## config.mk

```make
export PLATFORM = sky130hd
export DESIGN_NAME = tstm_div_stage
export DESIGN_NICKNAME = d
export VERILOG_FILES = /design/src/rtl/tstm_pkg.sv /design/src/rtl/tstm_div_stage.sv
export SDC_FILE = /design/constraint.sdc
export NUM_CORES = 1
export LEC_CHECK = 0
export BUFFER_PORTS_ARGS = -buffer_cell sky130_fd_sc_hd__buf_2
export CORE_UTILIZATION = 50
export DETAILED_ROUTE_END_ITERATION = 10
export GPL_TIMING_DRIVEN = 0
export PLACE_DENSITY_LB_ADDON = 0.1
export RECOVER_POWER = 100
export REMOVE_ABC_BUFFERS = 1
export SLEW_MARGIN = 20
export SYNTH_ARGS = -nofsm -noshare
export SYNTH_HDL_FRONTEND = slang
export SYNTH_SLANG_ARGS = --single-unit
```

## constraint.sdc

```tcl
create_clock -name clock -period 15.65 [get_ports clock]
set_clock_uncertainty 0.05 [all_clocks]
set_input_delay 0.7825 -clock clock [delete_from_list [all_inputs] [get_ports clock]]
set_output_delay 0.7825 -clock clock [all_outputs]
set_load 0.02 [all_outputs]
```

## src/rtl/tstm_pkg.sv

```systemverilog
// ----------------------------------------------------------------------------
// tstm_pkg
// Types, register indexes and constants of the trapezoid span texture mapper.
// ----------------------------------------------------------------------------
package tstm_pkg;

   // register indexes of the write port
   localparam int CSR_IDX_W = 4;
   localparam logic [CSR_IDX_W-1:0] CSR_EDGE_PAIR     = 4'd0;
   localparam logic [CSR_IDX_W-1:0] CSR_UV_START_PAIR = 4'd1;
   localparam logic [CSR_IDX_W-1:0] CSR_UV_DELTA_PAIR = 4'd2;
   localparam logic [CSR_IDX_W-1:0] CSR_TEXTURE_BASE  = 4'd3;
   localparam logic [CSR_IDX_W-1:0] CSR_TOP_ROW       = 4'd4;
   localparam logic [CSR_IDX_W-1:0] CSR_SPAN_ROWS     = 4'd5;
   localparam logic [CSR_IDX_W-1:0] CSR_RENDER_SCALE  = 4'd6;
   localparam logic [CSR_IDX_W-1:0] CSR_FLAT_FILL     = 4'd7;

   localparam logic [15:0] TEX_ROW_MASK = 16'hff00;

   // widths of the interpolation path
   localparam int MAG_W      = 27;   // |right - left| of a coordinate, also quotient width
   localparam int DVS_W      = 20;   // span width and pixel position
   localparam int RECIP_SH   = 28;   // fraction bits of the scale reciprocal
   localparam int DIV_STEPS  = 3;    // quotient bits per divider stage
   localparam int DIV_STAGES = MAG_W / DIV_STEPS;
   localparam int FRONT_STAGES = 5;
   localparam int NUM_STAGES = FRONT_STAGES + DIV_STAGES + 1;

   typedef struct packed {
      logic [9:0] row;
      logic [9:0] col;
   } req_type;

   typedef struct packed {
      logic        inside_res;
      logic [19:0] fb_offset;
      logic [31:0] tex_address;
      logic        flat_mode;
      logic [7:0]  color;
   } rsp_type;

   // primitive as the datapath sees it; coordinate order: u left, v left, u right, v right
   typedef struct packed {
      logic [1:0][15:0] x;
      logic [1:0][15:0] slope;
      logic [3:0][15:0] start;
      logic [3:0][15:0] delta;
      logic [7:0]       top_row;
      logic [7:0]       span_rows;
      logic [2:0]       scale;
   } cfg_type;

   // one item inside the divider; coordinate 0 is u, 1 is v
   typedef struct packed {
      logic                        in_span;
      logic [19:0]                 fb;
      logic [1:0][15:0]            a_lo;
      logic [1:0]                  neg;
      logic [DVS_W-1:0]            w;
      logic [1:0][DVS_W-1:0]       rem;
      logic [1:0][MAG_W-1:0]       work;
   } div_type;

   // floor(2^28 / s)
   function automatic logic [RECIP_SH:0] scale_recip(input logic [2:0] s);
      logic [RECIP_SH:0] r;
      case (s)
         3'd2:    r = 29'd134217728;
         3'd3:    r = 29'd89478485;
         3'd4:    r = 29'd67108864;
         3'd5:    r = 29'd53687091;
         3'd6:    r = 29'd44739242;
         3'd7:    r = 29'd38347922;
         default: r = 29'd268435456;
      endcase
      return r;
   endfunction

endpackage

```

## src/rtl/tstm_div_stage.sv

```systemverilog
// ----------------------------------------------------------------------------
// tstm_div_stage
// One stage of the restoring span divider: a few quotient bits for u and v.
// ----------------------------------------------------------------------------
module tstm_div_stage (
   input  logic              clock,
   input  logic              stage_en,
   input  tstm_pkg::div_type din,
   output tstm_pkg::div_type dout
);

   localparam int MW = tstm_pkg::MAG_W;
   localparam int DW = tstm_pkg::DVS_W;

   tstm_pkg::div_type stage_ff, stage_in;
   logic [DW:0]       rr;
   logic              qbit;

   always_comb begin
      rr       = '0;
      qbit     = 1'b0;
      stage_in = din;
      for (int c = 0; c < 2; c++) begin
         for (int s = 0; s < tstm_pkg::DIV_STEPS; s++) begin
            rr   = {stage_in.rem[c], stage_in.work[c][MW-1]};
            qbit = rr >= {1'b0, din.w};
            stage_in.rem[c]  = qbit ? DW'(rr - {1'b0, din.w}) : rr[DW-1:0];
            stage_in.work[c] = {stage_in.work[c][MW-2:0], qbit};
         end
      end
   end

   always_ff @(posedge clock) begin
      if (stage_en) begin
         stage_ff <= stage_in;
      end
   end

   assign dout = stage_ff;

endmodule

```

# Word level (Yosys, flattened, before mapping)
# Cells that the tools add are included.
[totals]
ff_bits = 169
inputBits = 171
elab_cells = 28
[op_classes]
add_sub_neg = 6
magnitude_cmp = 6
n_mux = 6
[ops]
columns = ["op", "count"]
rows = [
  ["greater-or-equal comparator 21 x 20 -> 1 bit", 6],
  ["two-way mux 20 bit", 6],
  ["subtractor 20 bit", 6],
]

# Logic depth before layout (Yosys ltp)
[depth]
word_depth = 6
ltp_mapped = 38
ltp_nobuf = 35

# Least setup slack after synthesis
# No wires, ideal clock.
[synth_path]
kind = "in2reg"
from = "in din[95] (netlist name)"
to = "reg stage_ff, in the netlist dout[70] (data pin)"
setup_ns = 0.261
arrival_ns = 7.964
t_required_ns = 15.339
setup_slack_ns = 7.376
path_stages = 35
n_path_buf = 4
cell_sequence = "inv_1 -> ha_1 -> nor2b_1 -> o31ai_1 -> a211o_1 -> nand3_1 -> a21oi_1 -> o21a_1 -> buf_4 -> inv_4 -> buf_2 -> mux2_2 -> ha_1 -> and3_1 -> a21bo_2 -> a31oi_2 -> o21ai_4 -> nor4_1 -> or4_4 -> a21oi_2 -> buf_4 -> inv_1 -> buf_2 -> a21oi_1 -> ha_1 -> nor2b_1 -> o21ai_1 -> a21oi_1 -> or2_1 -> a41o_1 -> o31a_1 -> or2_0 -> o32ai_4 -> inv_4 -> a221o_1"
[synth_rtl]
columns = ["item", "line_no", "text"]
rows = [
  ["start: declaration", "tstm_div_stage.sv:8", "input tstm_pkg::div_type din,"],
  ["end signal: assignment", "tstm_div_stage.sv:35", "stage_ff <= stage_in;"],
  ["end: declaration", "tstm_div_stage.sv:15", "tstm_pkg::div_type stage_ff, stage_in;"],
]

==> key figures <==
Logic synthesis
  • Synth top area cells: edfxtp_1, ha_1, xnor2_1
  • Synth area leader: edfxtp_1
  • Post-synth EDFFs: 169
  • Avg Cell Area, Syn: 10.3 µm²
  • Synth Cell Area: 12,600 µm²
  • Most common cell in the netlist: edfxtp_1
  • FF+latch count, synth: 169
  • Sequential area share after synthesis: about 40%
  • Yosys top cell area share: about two fifths
  • Count of cell types in the netlist: 79
  • Count of warnings emitted by yosys: 0
  • Top_reg_cell synth: edfxtp_1
  • Mapped Cells: between 1,000 and 1,500
  • Synth cell count leaders: edfxtp_1, ha_1, a21oi_1, nand2_1, inv_1
  • Async S/R FF share, synth: 0%

Hold path
  • HP Start: din[160]
  • Worst Hold Class: input pin to register
  • Sink of the worst hold path: dout[160]
  • Worst hold path stage count: 1

Final layout
  • Max reg flops: around 170
  • Final #Nets: 1,861
  • P&R area growth vs syn: 18.5%
  • Final core utilization: 60.9%
  • Fillers: about 2,300
  • Share of post-route cells with drive strength above 1: approximately 15%

Power and ir drop
  • Max IR drop VDD: 0.0963 mV
  • Leak: 6.26 nW
  • Pwr Density: about 170 nW/µm²

Clock tree
  • Hold_buf cts: 0
  • CTS tree: done
  • CTS max path bufs: 2
  • H-tree Lvls: 4
  • CTS Root Cell: clkbuf_16
  • CTS buffer count: 17
  • CTS clk-pin slew, worst paths: approximately 0.080 ns
  • CTS resizes: 0
  • Clock sink count: 169
  • Postcts setup bufs: 0

Critical path
  • Critical path's slowest cell: o32ai_1
  • Critical Path Start Type: input pin
  • CP Data Arrival Time: around 13 ns
  • WP data required: 15.62 ns
  • Crit. Startpoint: din[95]
  • Delay-heaviest family, CP: compound AO/OA/AOI/OAI gates
  • CP max stage delay: 2.10 ns
  • CP Class: input pin to register
  • Crit path buf inv count: 4
  • Crit-path max FO: 29
  • Crit. End Element: register

Detailed routing
  • Per-cell routed wire length: 21.5 µm
  • DR vias: 11,400
  • DR top layer: met5
  • DRT Pass-1 Iters: 6
  • Met2 wire len: ~19,000 µm
  • DRC Markers: 0
  • WL met3: about 3400 µm
  • Detailed Route WL: approximately 41,000 µm
  • Initial DRC Count: 921
  • M1 WL: 17,000 µm
  • Vias per cell: 5.97
  • Antenna-violating nets left: 0

Floorplanning
  • Starting density of the core: 51.4%
  • Die height: 161 µm
  • Core area: 24,500 µm²
  • DIE WIDTH: between 150 and 200 µm
  • IO Pins: 340
  • Die area: between 20,000 and 30,000 µm²
  • Row count: 57

GRT
  • GRT Overall Usage: approximately a third
  • Largest net degree at the start of global routing: 88
  • GRT overflow: 0
  • First-pass GRT wire length: 61,200 µm
  • Initial antenna violation count: 3
  • Vias in the first global route: between 10,000 and 15,000

Placed design
  • Post-DP HPWL: roughly 32,000 µm
  • Global placer's final weighted congestion: 0.945
  • IO Port Bufs: 339

Timing
  • RSZ-0062 raised after global routing: false
  • Tmin final: 13.00 ns
  • Slew headroom: -220%
  • Fin crit share: 83.1%
  • Pins over their slew limit: 203
  • Final hold vios: 0
  • Final TNS setup: 0 ns
  • Fmax: 76.9 MHz
  • Worst-Margin Slew: 4.80 ns
  • Final setup viols: 0

Status
  • Failing checks: max-capacitance violations, max-slew violations
  • Outcome: finished, violations left

Flow run
  • Max-Cap Viols: 4
metrics by stage:
step | cells | setup WS [ns] | hold slack [ns] | total power [W] | area (µm²)
floorplan | 1203 | 6.76 | 0.831 | 0.00169 | 12500
global placement | 1866 | 4.35 | 0.909 | 0.00209 | 14600
detailed placement | 1869 | 4.48 | 0.911 | 0.00210 | 14700
CTS | 1901 | 4.90 | 0.450 | 0.00254 | 15200
global route | 1901 | 2.05 | 0.445 | 0.00268 | 14900
finish | 1902 | 2.65 | 0.463 | 0.00254 | 14900
area by class of cell:
type	count	area, µm²	share of cell area (%)
sequential	169	5070	34.0
tap	324	405	2.71
inverter	79	300	2.01
clock inverter	15	150	1.00
timing repair buffer	342	1490	9.94
clock buffer	17	425	2.85
antenna	1	2.50	0.0167
multi-input combinational	955	7100	47.5
placed cells by master, fill, tap and decap left out, types with 37 or more instances in the layout:
| cell | instances |
|---|---|
| clkbuf_1 | 188 |
| edfxtp_1 | 169 |
| buf_2 | 152 |
| ha_1 | 120 |
| a21oi_1 | 88 |
| nand2_1 | 84 |
| inv_1 | 76 |
| xnor2_1 | 63 |
| o21ai_0 | 61 |
| nor2_1 | 60 |
| a21o_1 | 49 |
| nand3_1 | 44 |
| mux2i_1 | 37 |
cells by family (layout without fill, tap and decap cells):
| kind of cell | count (synthesis) | count (layout) | share of synthesized area, % |
|---|---|---|---|
| compound gates | 362 | 362 | 20.1 |
| simple gates | 321 | 321 | 12.6 |
| flops | 169 | 169 | 40.2 |
| fa+ha+maj | 126 | 126 | 12.9 |
| buf+inv | 104 | 453 | 3.36 |
| xor+xnor | 93 | 93 | 6.46 |
| mux | 53 | 53 | 4.37 |
| other cells | 0 | 1 | 0 |
report_power, final:
part	leakage (nW)	switching (W)	internal (W)
clock	0.280	0.000216	0.000213
sequential	1.65	0.0000216	0.000636
combinational	4.33	0.000911	0.000538
worst max-delay path by stage:
| stage | end | slack [ns] | depth (start not counted) |
|---|---|---|---|
| 5_1_grt | dout[89] | 2.05 | 31 |
| 2_1_floorplan | dout[57] | 6.76 | 31 |
| 4_1_cts | dout[74] | 4.90 | 32 |
| 3_5_place_dp | dout[74] | 4.48 | 32 |
| 3_3_place_gp | dout[55] | 4.35 | 31 |
| 6_report | dout[67] | 2.65 | 31 |
per-layer routing:
layer	global-route usage (%)	up-vias
li1	-	5383
met1	40.3	5331
met2	50.5	536
met3	7.52	102
met4	13.3	4
met5	0	-
Note: power is estimated with default switching activity, not from simulation.
