File: src/rtl/tstm_pipe_ctl.sv
// ----------------------------------------------------------------------------
// tstm_pipe_ctl
// Valid bits and stage enables of the pipeline; a stage loads when it is
// empty or when the stage after it moves.
// ----------------------------------------------------------------------------
module tstm_pipe_ctl #(
   parameter int STAGES = 15
) (
   input  logic              clock,
   input  logic              reset,
   input  logic              in_valid,
   input  logic              out_stall,
   output logic              in_stall,
   output logic [STAGES-1:0] stage_en,
   output logic              out_valid
);

   logic [STAGES-1:0] valid_ff, valid_in;
   logic [STAGES:0]   ready;

   always_comb begin
      ready[STAGES] = !out_stall;
      for (int k = STAGES - 1; k >= 0; k--) begin
         ready[k] = !valid_ff[k] || ready[k+1];
      end
      valid_in[0] = in_valid;
      for (int k = 1; k < STAGES; k++) begin
         valid_in[k] = valid_ff[k-1];
      end
   end

   always_ff @(posedge clock) begin
      if (reset) begin
         valid_ff <= '0;
      end else begin
         for (int k = 0; k < STAGES; k++) begin
            if (ready[k]) begin
               valid_ff[k] <= valid_in[k];
            end
         end
      end
   end

   assign stage_en  = ready[STAGES-1:0];
   assign in_stall  = !ready[0];
   assign out_valid = valid_ff[STAGES-1];

endmodule

File: config.mk
export PLATFORM = sky130hd
export DESIGN_NAME = tstm_pipe_ctl
export DESIGN_NICKNAME = d
export VERILOG_FILES = /design/src/rtl/tstm_pipe_ctl.sv
export SDC_FILE = /design/constraint.sdc
export NUM_CORES = 1
export LEC_CHECK = 0
export BUFFER_PORTS_ARGS = -buffer_cell sky130_fd_sc_hd__buf_2
export CAP_MARGIN = 25
export CORE_MARGIN = 10
export CORE_UTILIZATION = 43
export CTS_CLUSTER_SIZE = 40
export DETAILED_ROUTE_END_ITERATION = 8
export PLACE_DENSITY = 0.72
export SLEW_MARGIN = 5
export SYNTH_ARGS = -nofsm -noshare
export SYNTH_HDL_FRONTEND = slang
export SYNTH_SLANG_ARGS = --single-unit
File: constraint.sdc
create_clock -name clock -period 1.1 [get_ports clock]
set_input_delay 0 -clock clock [delete_from_list [all_inputs] [get_ports clock]]
set_output_delay 0 -clock clock [all_outputs]
set_load 0.01 [all_outputs]
Word-level counts from Yosys, hierarchy flattened:

Cells that the tools add are included.

* register bits after elaboration: 15
* input port bits: 4

* reduce and logical (&&, ||, !) cells: 32

Operator list (count)
* $logic_not A1 Y1: 17
* $logic_or A1 B1 Y1: 15

Depth between registers and ports, before layout:

Gate-level depths: netlist of the first run.

* depth in word-level cells: 17
* depth in mapped cells: 5
* gate-level depth less buffers: 4

Worst setup path before layout of the first run:

No wires, ideal clock.

* path type: register -> register
* start: reg valid_ff[14]
* end: reg valid_ff[9]
* data required time: 1030 ps
* clock period less this slack: 1169 ps
* cell stages (with the launch flop): 6
* arrival: 1100 ps
* library setup time: 70 ps
* slack: -69 ps
* path buffers: 1
* cells stage by stage: dfxtp_1 > and4_1 > buf_4 > and3_2 > inv_2 > a21oi_1

* cells in the longest elaborated chain, start to end: 7

RTL lines
* start: declaration: line 18 `logic [STAGES-1:0] valid_ff, valid_in;`
* start signal: indexed assignment: line 38 `valid_ff[k] <= valid_in[k];`
* $logic_not A1 Y1: line 24 `ready[k] = !valid_ff[k] || ready[k+1];`
* $logic_or A1 B1 Y1 (6 in series): line 24
* named net stage_en[9]: line 14 `output logic [STAGES-1:0] stage_en,`

The timed path passes the listed nets, and every way through them passes these cells.
A chain may end at the register's enable or synchronous reset.

Worst setup path in the final report of the first run:

* start: reg valid_ff[13]
* end: out stage_en[0]

* cells in the longest elaborated chain, start to end: 15

RTL lines (line)
* $logic_not A1 Y1: 24
* $logic_or A1 B1 Y1 (14 in series): 24
* end: declaration: 14

Every way passes these cells.

==> metrics, run 1 <==
outcome finished with violations; failing checks negative setup slack; pwr/cell area about 760 mW/mm^2; Final Hold Viols 0; final worst slack -301 ps; setup TNS -3700 ps; min Tclk post-route 1400 ps; Synth Instances between 70 and 80; H-tree depth 1; combinational power share 3.8%; Switching Fraction 24.6%; synth warn 0; Worst Reg-to-Reg Cells 6; RSZ-0062 raised after global routing yes; cell family with most CP delay simple AND/OR/NAND/NOR gates; syn_nets about 80; Setup WS pre-CTS -77.4 ps; max cap viols 0; die area between 0.003 and 0.004 mm^2; Post-DP HPWL between 1000 and 1500 um; Clock Latency Late Sink a little under 300 ps; length of the first detailed-routing pass in iterations 4; gr ovfl total 0; Starting Density 44.6%; Sw Pwr 0.000227 W; r2r setup slk -200 ps; cts bufs inserted 3; clock slew at reported path FFs around 110 ps; crit-path cells and3_4 -> nand4_4 -> or2_1 -> buf_2; Rel. slew slack about three quarters; GR Util All Layers approximately an eighth; Worst setup EP type output pin; hold depth 3; chip width about 59 um; CTS tree built; antenna violations before repair 0; row count 14; DR vias/cell 5.61; WP data arrival ~1400 ps; DIE HEIGHT about 60 um; Post-Syn Area approximately 660 um^2; Max Slew Vio Count 0; Layout Nets between 100 and 150; clock power share 36.3%; root buffer cell clkbuf_4; vias in the first global route 744; CTS max path bufs 2; antenna cell count 0; critical path class reg -> out; most common cell after layout, fill and taps aside buf_4; residual DRC count 0; synth unique cells 22; total number of vias 797; worst stage delay on the critical path about 370 ps; first-pass GRT wire length 3390 um; Worst Hold Endpoint valid_ff[14]; Routed WL 2620 um; area grow syn2layout 83.1%; Slew @ Worst Pin ~360 ps; pin count of the biggest net entering global routing 17; routability cong. between 0.7 and 0.8; skew final 11.9 ps; IO Count 21; fraction of layout cells with a size suffix above 1 between 70% and 80%; CP required between 1000 and 1500 ps; drt wl/cell 18.4 um; DRT iter0 DRCs 21; PortBufs 20; max FFs per register 15; total power just over 0.0009 W; Peak VDD IR roughly 0.9 mV; core area around 0.0015 mm^2; achievable frequency roughly 710 MHz; Crit-path slowest cell dfxtp_2; worst hold start out_stall; count of final setup violators 23; Yosys reg bits 15; Synth Area per Inst about 8.5 um^2; Seq/Total Area, Yosys between 40% and 50%; Critical Path Fanout Max 5; commonest cells after routing, fill and taps aside 20 x buf_4, 17 x buf_6, 11 x buf_2; post-route ant nets 0; clk sinks 15; Crit Reg-Reg Endpoint valid_ff[3]; internal power roughly 0.00070 W; Tcrit/Tclk final 127%; crit path buf inv count 1; largest reg by FF count valid_ff; crit path launch type register; Worst Hold Class in -> reg; RR Startpoint valid_ff[9]; Largest regs valid_ff: 15 flops; Reg power frac 59.9%; Pleak around 0.53 nW
[timing repair]
| item | in CTS | in global routing |
|---|---|---|
| buffers inserted | 9 | 6 |
| endpoints found under the hold margin | 2 | 0 |
| hold buffers | 1 | 0 |
| pin swaps | 15 | 11 |
| gates resized for setup | 38 | 19 |
| setup endpoints to repair | 21 | 25 |
[metal layers]
metal  global-route usage (%)  vias up  wire [um]
met2                     21.0       34       1340
met5                        0        -          0
met1                     14.2      387       1050
li1                         -      365          -
met4                     4.26        0         73
met3                     3.43       11        156
[power by group through the flow]
stage,logic (W),clock network [W],registers (W)
3_3_place_gp,0.0000245,0,0.000564
6_report,0.0000349,0.000336,0.000553
3_5_place_dp,0.0000260,0,0.000565
5_1_grt,0.0000379,0.000355,0.000554
2_1_floorplan,0.0000115,0,0.000564
4_1_cts,0.0000299,0.000323,0.000552
[tightest hold or removal path: stages]
cell	delay (ps)
buf_2	120
a21oi_1	70
nor2_1	80
[layout make-up]
class | count | area [um^2]
timing repair buffer | 49 | 407
fill | 85 | 273
tap | 16 | 20.0
multi-input combinational | 47 | 405
inverter | 11 | 43.8
clock inverter | 1 | 5.00
clock buffer | 3 | 22.5
sequential | 15 | 313
[cells by family after synthesis]
group	count (synthesis)	synth area share (%)
buffers and inverters	16	10.9
AOI/OAI and AO/OA	14	12.4
and+or+nand+nor	33	31.5
DFF	15	45.2
[cell usage after synthesis, drive strengths merged]
library cell	count	area share, %
nand2	2	1.1
and3	5	4.9
buf	4	4.1
dfxtp	15	45
nor2	8	4.5
nand2b	1	0.94
and4	4	5.3
nand3	6	4.5
clkbuf	1	0.56
a41oi	3	4.0
nand4	3	6.0
nand4b	1	1.3
a21oi	10	7.5
inv	11	6.2
and2	2	1.9
o22ai	1	0.94
or2	1	0.94
[worst max path at each step]
| stage | startpoint | to | cells past startpoint |
|---|---|---|---|
| finish | valid_ff[13] | stage_en[0] | 4 |
| global route | valid_ff[2] | stage_en[0] | 4 |
| CTS | valid_ff[14] | stage_en[0] | 4 |
| detailed placement | valid_ff[6] | stage_en[0] | 4 |
| global placement | valid_ff[6] | stage_en[0] | 4 |
| floorplan | valid_ff[14] | valid_ff[9] | 5 |
[metrics by stage]
step	hold slack, ps	instance area (um^2)	instances	util, %
2_1_floorplan	69.1	666	78	-
3_3_place_gp	262	860	123	57.7
3_5_place_dp	287	860	123	57.7
4_1_cts	-6.69	1110	137	74.3
5_1_grt	60.4	1220	142	81.7
6_report	19.7	1220	142	81.7
(Power assumes the default switching activity.)
==> run 2, diff against run 1 <==
--- a/config.mk
+++ b/config.mk
@@ -6,12 +6,12 @@
 export NUM_CORES = 1
 export LEC_CHECK = 0
 export BUFFER_PORTS_ARGS = -buffer_cell sky130_fd_sc_hd__buf_2
-export CAP_MARGIN = 25
 export CORE_MARGIN = 10
 export CORE_UTILIZATION = 43
 export CTS_CLUSTER_SIZE = 40
 export DETAILED_ROUTE_END_ITERATION = 8
 export PLACE_DENSITY = 0.72
+export SETUP_SLACK_MARGIN = 0.15
 export SLEW_MARGIN = 5
 export SYNTH_ARGS = -nofsm -noshare
 export SYNTH_HDL_FRONTEND = slang
==> run 2 against run 1 <==
Compared with the run above:
- the flow still finishes with violations (negative setup slack)
- combinational power increased by 8.0%
- critical endpoint is now stage_en[2]
- sequential cell count unchanged
- power shrank 0.38%
- cell area fell by 1.6%
- count of clock-buffer cells in the layout increased by 1
- die area unchanged
- sequential power fell by 0.7%
==> metrics, run 2 (synthesis results as in run 1) <==
skew final 3.41 ps; most common cell after layout, fill and taps aside buf_4; design area between 0.001 and 0.0015 mm^2; Starting Density roughly 45%; achievable frequency between 700 and 800 MHz; drt wl/cell about 18 um; final worst slack -297 ps; r2r setup slk -210 ps; Worst setup EP type output pin; Post-Layout Cell Count 137; chip width around 60 um; clock slew at reported path FFs 100 ps; Layout Nets ~130; Crit Reg-Reg Endpoint valid_ff[5]; IO Count 21; min Tclk post-route about 1400 ps; fraction of layout cells with a size suffix above 1 between 70 and 80%; worst stage delay on the critical path roughly 350 ps; Worst Hold Class in -> reg; total number of vias between 700 and 800; failing checks negative setup slack; antenna cell count 0; placed cell areas about 900 um^2; Rel. slew slack between 70% and 80%; row count 14; RR Startpoint valid_ff[7]; gr ovfl total 0; filler instances 87; Max Slew Vio Count 0; Post-DP HPWL about 1400 um; Clock Latency Late Sink slightly below 300 ps; RSZ-0062 raised after global routing yes; first-pass GRT wire length 3460 um; root buffer cell clkbuf_4; antenna violations before repair 0; critical path class reg -> out; Routed WL approximately 2400 um; area grow syn2layout 80.0%; Largest regs valid_ff: 15 flops; max cap viols 0; DRT iter0 DRCs 13; GR Util All Layers between 10% and 20%; crit path launch type register; Peak VDD IR around 0.8 mV; largest reg by FF count valid_ff; H-tree depth 1; Critical Path Fanout Max 4; WP data arrival about 1400 ps; vias in the first global route 757; outcome finished with violations; count of final setup violators 19; cts bufs inserted 3; Slew @ Worst Pin approximately 360 ps; CP required roughly 1100 ps; commonest cells after routing, fill and taps aside 16 x buf_4, 15 x buf_6, 12 x buf_2, 12 x dfxtp_2, 10 x inv_1; pwr/cell area just under 800 mW/mm^2; post-route ant nets 0; Worst Hold Endpoint valid_ff[13]; Setup WS pre-CTS -44.2 ps; worst hold start out_stall; DR vias/cell 5.48; Pleak ~0.5 nW; residual DRC count 0; crit-path cells and4_4 -> buf_6 -> nand4_4 -> nand2b_4 -> buf_6; DIE HEIGHT 59.3 um; CTS max path bufs 2; routability cong. between 0.8 and 0.9; Worst Reg-to-Reg Cells 6; most frequent CP cell buf_6; hold depth 3; length of the first detailed-routing pass in iterations 4; PortBufs 20; core area between 0.001 and 0.0015 mm^2; CTS tree built; Crit-path slowest cell dfxtp_2; pin count of the biggest net entering global routing 17; die area roughly 0.0035 mm^2; Tcrit/Tclk final 127%; Final Hold Viols 0; clk sinks 15; Cells after DPL between 100 and 150; max FFs per register 15
[run 2: cell count changes in the layout (fill, tap and decap cells not counted), sizes merged]
cell,change
buf,-5
clkbuf,+1
clkinv,-1
[run 2: final cells by class]
class	count	area (um^2)	area share (%)
flip-flops and latches	15	323	27.0
inverters	11	43.8	3.66
multi-input cells	47	424	35.5
repair buffers	44	359	30.0
clock buffers	4	26.3	2.20
well taps	16	20.0	1.67
[run 2: power by group]
| part | switching [W] | internal (W) |
|---|---|---|
| clock | 0.000193 | 0.000141 |
| sequential | 0.00000483 | 0.000544 |
| combinational | 0.0000234 | 0.0000143 |
| total | 0.000221 | 0.000699 |
[run 2: layer usage]
layer / track usage, % / vias up / wire length, um / part of all wire [%]
li1: - / 354 / - / -
met1: 14.1 / 368 / 929 / 38
met2: 19.8 / 23 / 1350 / 55
met3: 4.29 / 6 / 113 / 4.6
met4: 5.90 / 0 / 44 / 1.8
met5: 0 / - / 0 / 0
[run 2: worst max-delay path, delay by kind of cell, from the launching register on]
kind                   cells  cell delay (ps)
AND/OR/NAND/NOR            3              520
flip-flops                 1              350
buffers and inverters      2              240
[run 2: through the flow]
stage | hold slack, ps | setup TNS (ps) | util (%) | power [W]
2_1_floorplan | 61.7 | 0 | - | 0.000571
3_3_place_gp | 263 | -32.6 | 60.6 | 0.000586
3_5_place_dp | 286 | -69.2 | 60.6 | 0.000587
4_1_cts | 45.2 | -2540 | 73.3 | 0.000891
5_1_grt | 52.4 | -4370 | 80.3 | 0.000960
6_report | 35.1 | -3260 | 80.3 | 0.000921
[run 2: worst max path at each step]
stage / slack, ps / from / endpoint
final: -300 / valid_ff[7] / stage_en[2]
after global routing: -350 / valid_ff[7] / stage_en[2]
after CTS: -230 / valid_ff[7] / stage_en[2]
after detailed placement: -40 / valid_ff[5] / stage_en[2]
after global placement: -30 / valid_ff[5] / stage_en[2]
after floorplan: 40 / valid_ff[14] / valid_ff[9]
[run 2: repair_timing]
item	4_1_cts	5_1_grt
resized for setup	32	16
endpoints found under the setup margin	28	30
buffers inserted	5	4
gates cloned	0	0
endpoints found under the hold margin	1	0
hold buffers	1	0
pin swaps	12	13
==> run 3, diff against run 2 <==
--- a/config.mk
+++ b/config.mk
@@ -5,12 +5,13 @@
 export SDC_FILE = /design/constraint.sdc
 export NUM_CORES = 1
 export LEC_CHECK = 0
-export BUFFER_PORTS_ARGS = -buffer_cell sky130_fd_sc_hd__buf_2
+export BUFFER_PORTS_ARGS = -buffer_cell sky130_fd_sc_hd__clkbuf_2
 export CORE_MARGIN = 10
 export CORE_UTILIZATION = 43
 export CTS_CLUSTER_SIZE = 40
 export DETAILED_ROUTE_END_ITERATION = 8
 export PLACE_DENSITY = 0.72
+export REMOVE_ABC_BUFFERS = 1
 export SETUP_SLACK_MARGIN = 0.15
 export SLEW_MARGIN = 5
 export SYNTH_ARGS = -nofsm -noshare
==> run 3 against run 2 <==
Compared with the run above:
- the flow still finishes with violations (negative setup slack)
- die area stayed put
- fmax is 4.2% lower
- register-to-register slack got worse by 40 ps
- setup slack worse by 62 ps
- power decreased by 0.35%
- critical endpoint is now stage_en[0]
==> metrics, run 3 (synthesis results as in run 1) <==
worst stage delay on the critical path ~370 ps; chip width 59.3 um; DIE HEIGHT around 59 um; Max Slew Vio Count 0; die area roughly 0.0035 mm^2; cell family with most CP delay simple AND/OR/NAND/NOR gates; achievable frequency 686 MHz; Clock Latency Late Sink 290 ps; total number of vias roughly 840; CTS max path bufs 2; Crit-path slowest cell dfxtp_1; Multi-input gate area ~470 um^2; Tcrit/Tclk final 133%; filler instances just under 60; design area approximately 0.0014 mm^2; H-tree depth 1; clk sinks 15; outcome finished with violations; Layout Nets about 140; min Tclk post-route around 1500 ps; CP required 1100 ps; skew final approximately 8.4 ps; Worst setup EP type output pin; pwr/cell area around 670 mW/mm^2; Peak VDD IR roughly 0.67 mV; Final Hold Viols 0; DR vias/cell between 5 and 6; Crit. Startpoint valid_ff[7]; core area between 0.001 and 0.0015 mm^2; placed cell areas around 860 um^2; Worst Hold Class in -> reg; Slew @ Worst Pin 430 ps; storage element area 315 um^2; max cap viols 0; length of the first detailed-routing pass in iterations 4; commonest cells after routing, fill and taps aside 24 x buf_6, 15 x buf_4, 12 x clkbuf_2, 12 x dfxtp_2, 9 x inv_1; drt wl/cell roughly 20 um; WP data arrival approximately 1500 ps; routability cong. 0.716; PortBufs 20; vias in the first global route ~740; RSZ-0062 raised after global routing yes; antenna violations before repair 0; first-pass GRT wire length about 3500 um; fraction of layout cells with a size suffix above 1 around four fifths; GR Util All Layers 13.1%; Largest regs valid_ff: 15 flops; crit-path cells and4_4 -> nand4_4 -> or2_1 -> clkbuf_2; Rel. slew slack a little over 70%; root buffer cell clkbuf_4; Finished Core Util 91.7%; Routed WL 2970 um; crit path buf inv count 1; Starting Density around 45%; IO Count 21; worst hold slack a little under 100 ps; final worst slack -359 ps; clock slew at reported path FFs about 100 ps; antenna cell count 0; pin count of the biggest net entering global routing 17; most common cell after layout, fill and taps aside buf_6; max FFs per register 15; worst hold start out_stall; post-route ant nets 0; Critical Path Fanout Max 4; DRT iter0 DRCs 34; largest reg by FF count valid_ff; Post-DP HPWL about 1300 um; RR Startpoint valid_ff[14]; row count 14; Pleak between 0.5 and 0.6 nW; critical path class reg -> out; count of final setup violators 27; gr ovfl total 0; residual DRC count 0; crit path launch type register; failing checks negative setup slack; CTS tree built; area grow syn2layout 105%; cts bufs inserted 3
run 3: power by group:
group	internal (W)	leakage (nW)	switching, W
logic	0.0000135	0.436	0.0000257
clock network	0.000135	0.0177	0.000189
registers	0.000549	0.127	0.00000492
total	0.000697	0.581	0.000220
run 3: worst min-delay path: cells and delay by family:
kind                   cells  cell delay (ps)
AO/OA/AOI/OAI              1               60
buffers and inverters      1              160
AND/OR/NAND/NOR            1              130
run 3: per-stage QoR:
step / std cells / setup TNS [ps] / worst slack (ps) / power, W
2_1_floorplan: 73 / -503 / -107 / 0.000571
3_3_place_gp: 123 / -155 / -35.7 / 0.000589
3_5_place_dp: 123 / -323 / -68.8 / 0.000590
4_1_cts: 139 / -2770 / -250 / 0.000898
5_1_grt: 148 / -5440 / -380 / 0.000946
6_report: 148 / -4530 / -359 / 0.000917
run 3: layout make-up:
class	instances	share of cell area (%)
repair buffers	55	36.1
multi-input cells	47	34.1
flip-flops and latches	15	23.1
inverters	11	3.21
clock buffers	3	1.65
well taps	16	1.47
clock inverters	1	0.367
run 3: routing by layer:
layer  vias to the layer above  share of wire [%]  GRT usage, %
met5                         -                  0             0
met4                         0                2.2          5.90
met3                         8                5.2          4.29
met2                        33                 50          22.1
met1                       410                 42          14.3
li1                        384                  -             -
run 3: path summary, 6_finish.rpt:
check | endpoint | slack, ps | depth (start not counted)
hold reg to reg | valid_ff[6] | 480 | 2
setup / recovery | stage_en[0] | -360 | 4
setup reg to reg | valid_ff[5] | -250 | 6
hold / removal | valid_ff[13] | 100 | 3
run 3: timing repair:
| item | CTS | global route |
|---|---|---|
| resized for setup | 46 | 42 |
| pin swaps | 19 | 12 |
| setup buffers | 11 | 9 |
| hold buffers | 1 | 0 |
| endpoints found under the hold margin | 1 | 0 |
| endpoints found under the setup margin | 28 | 31 |
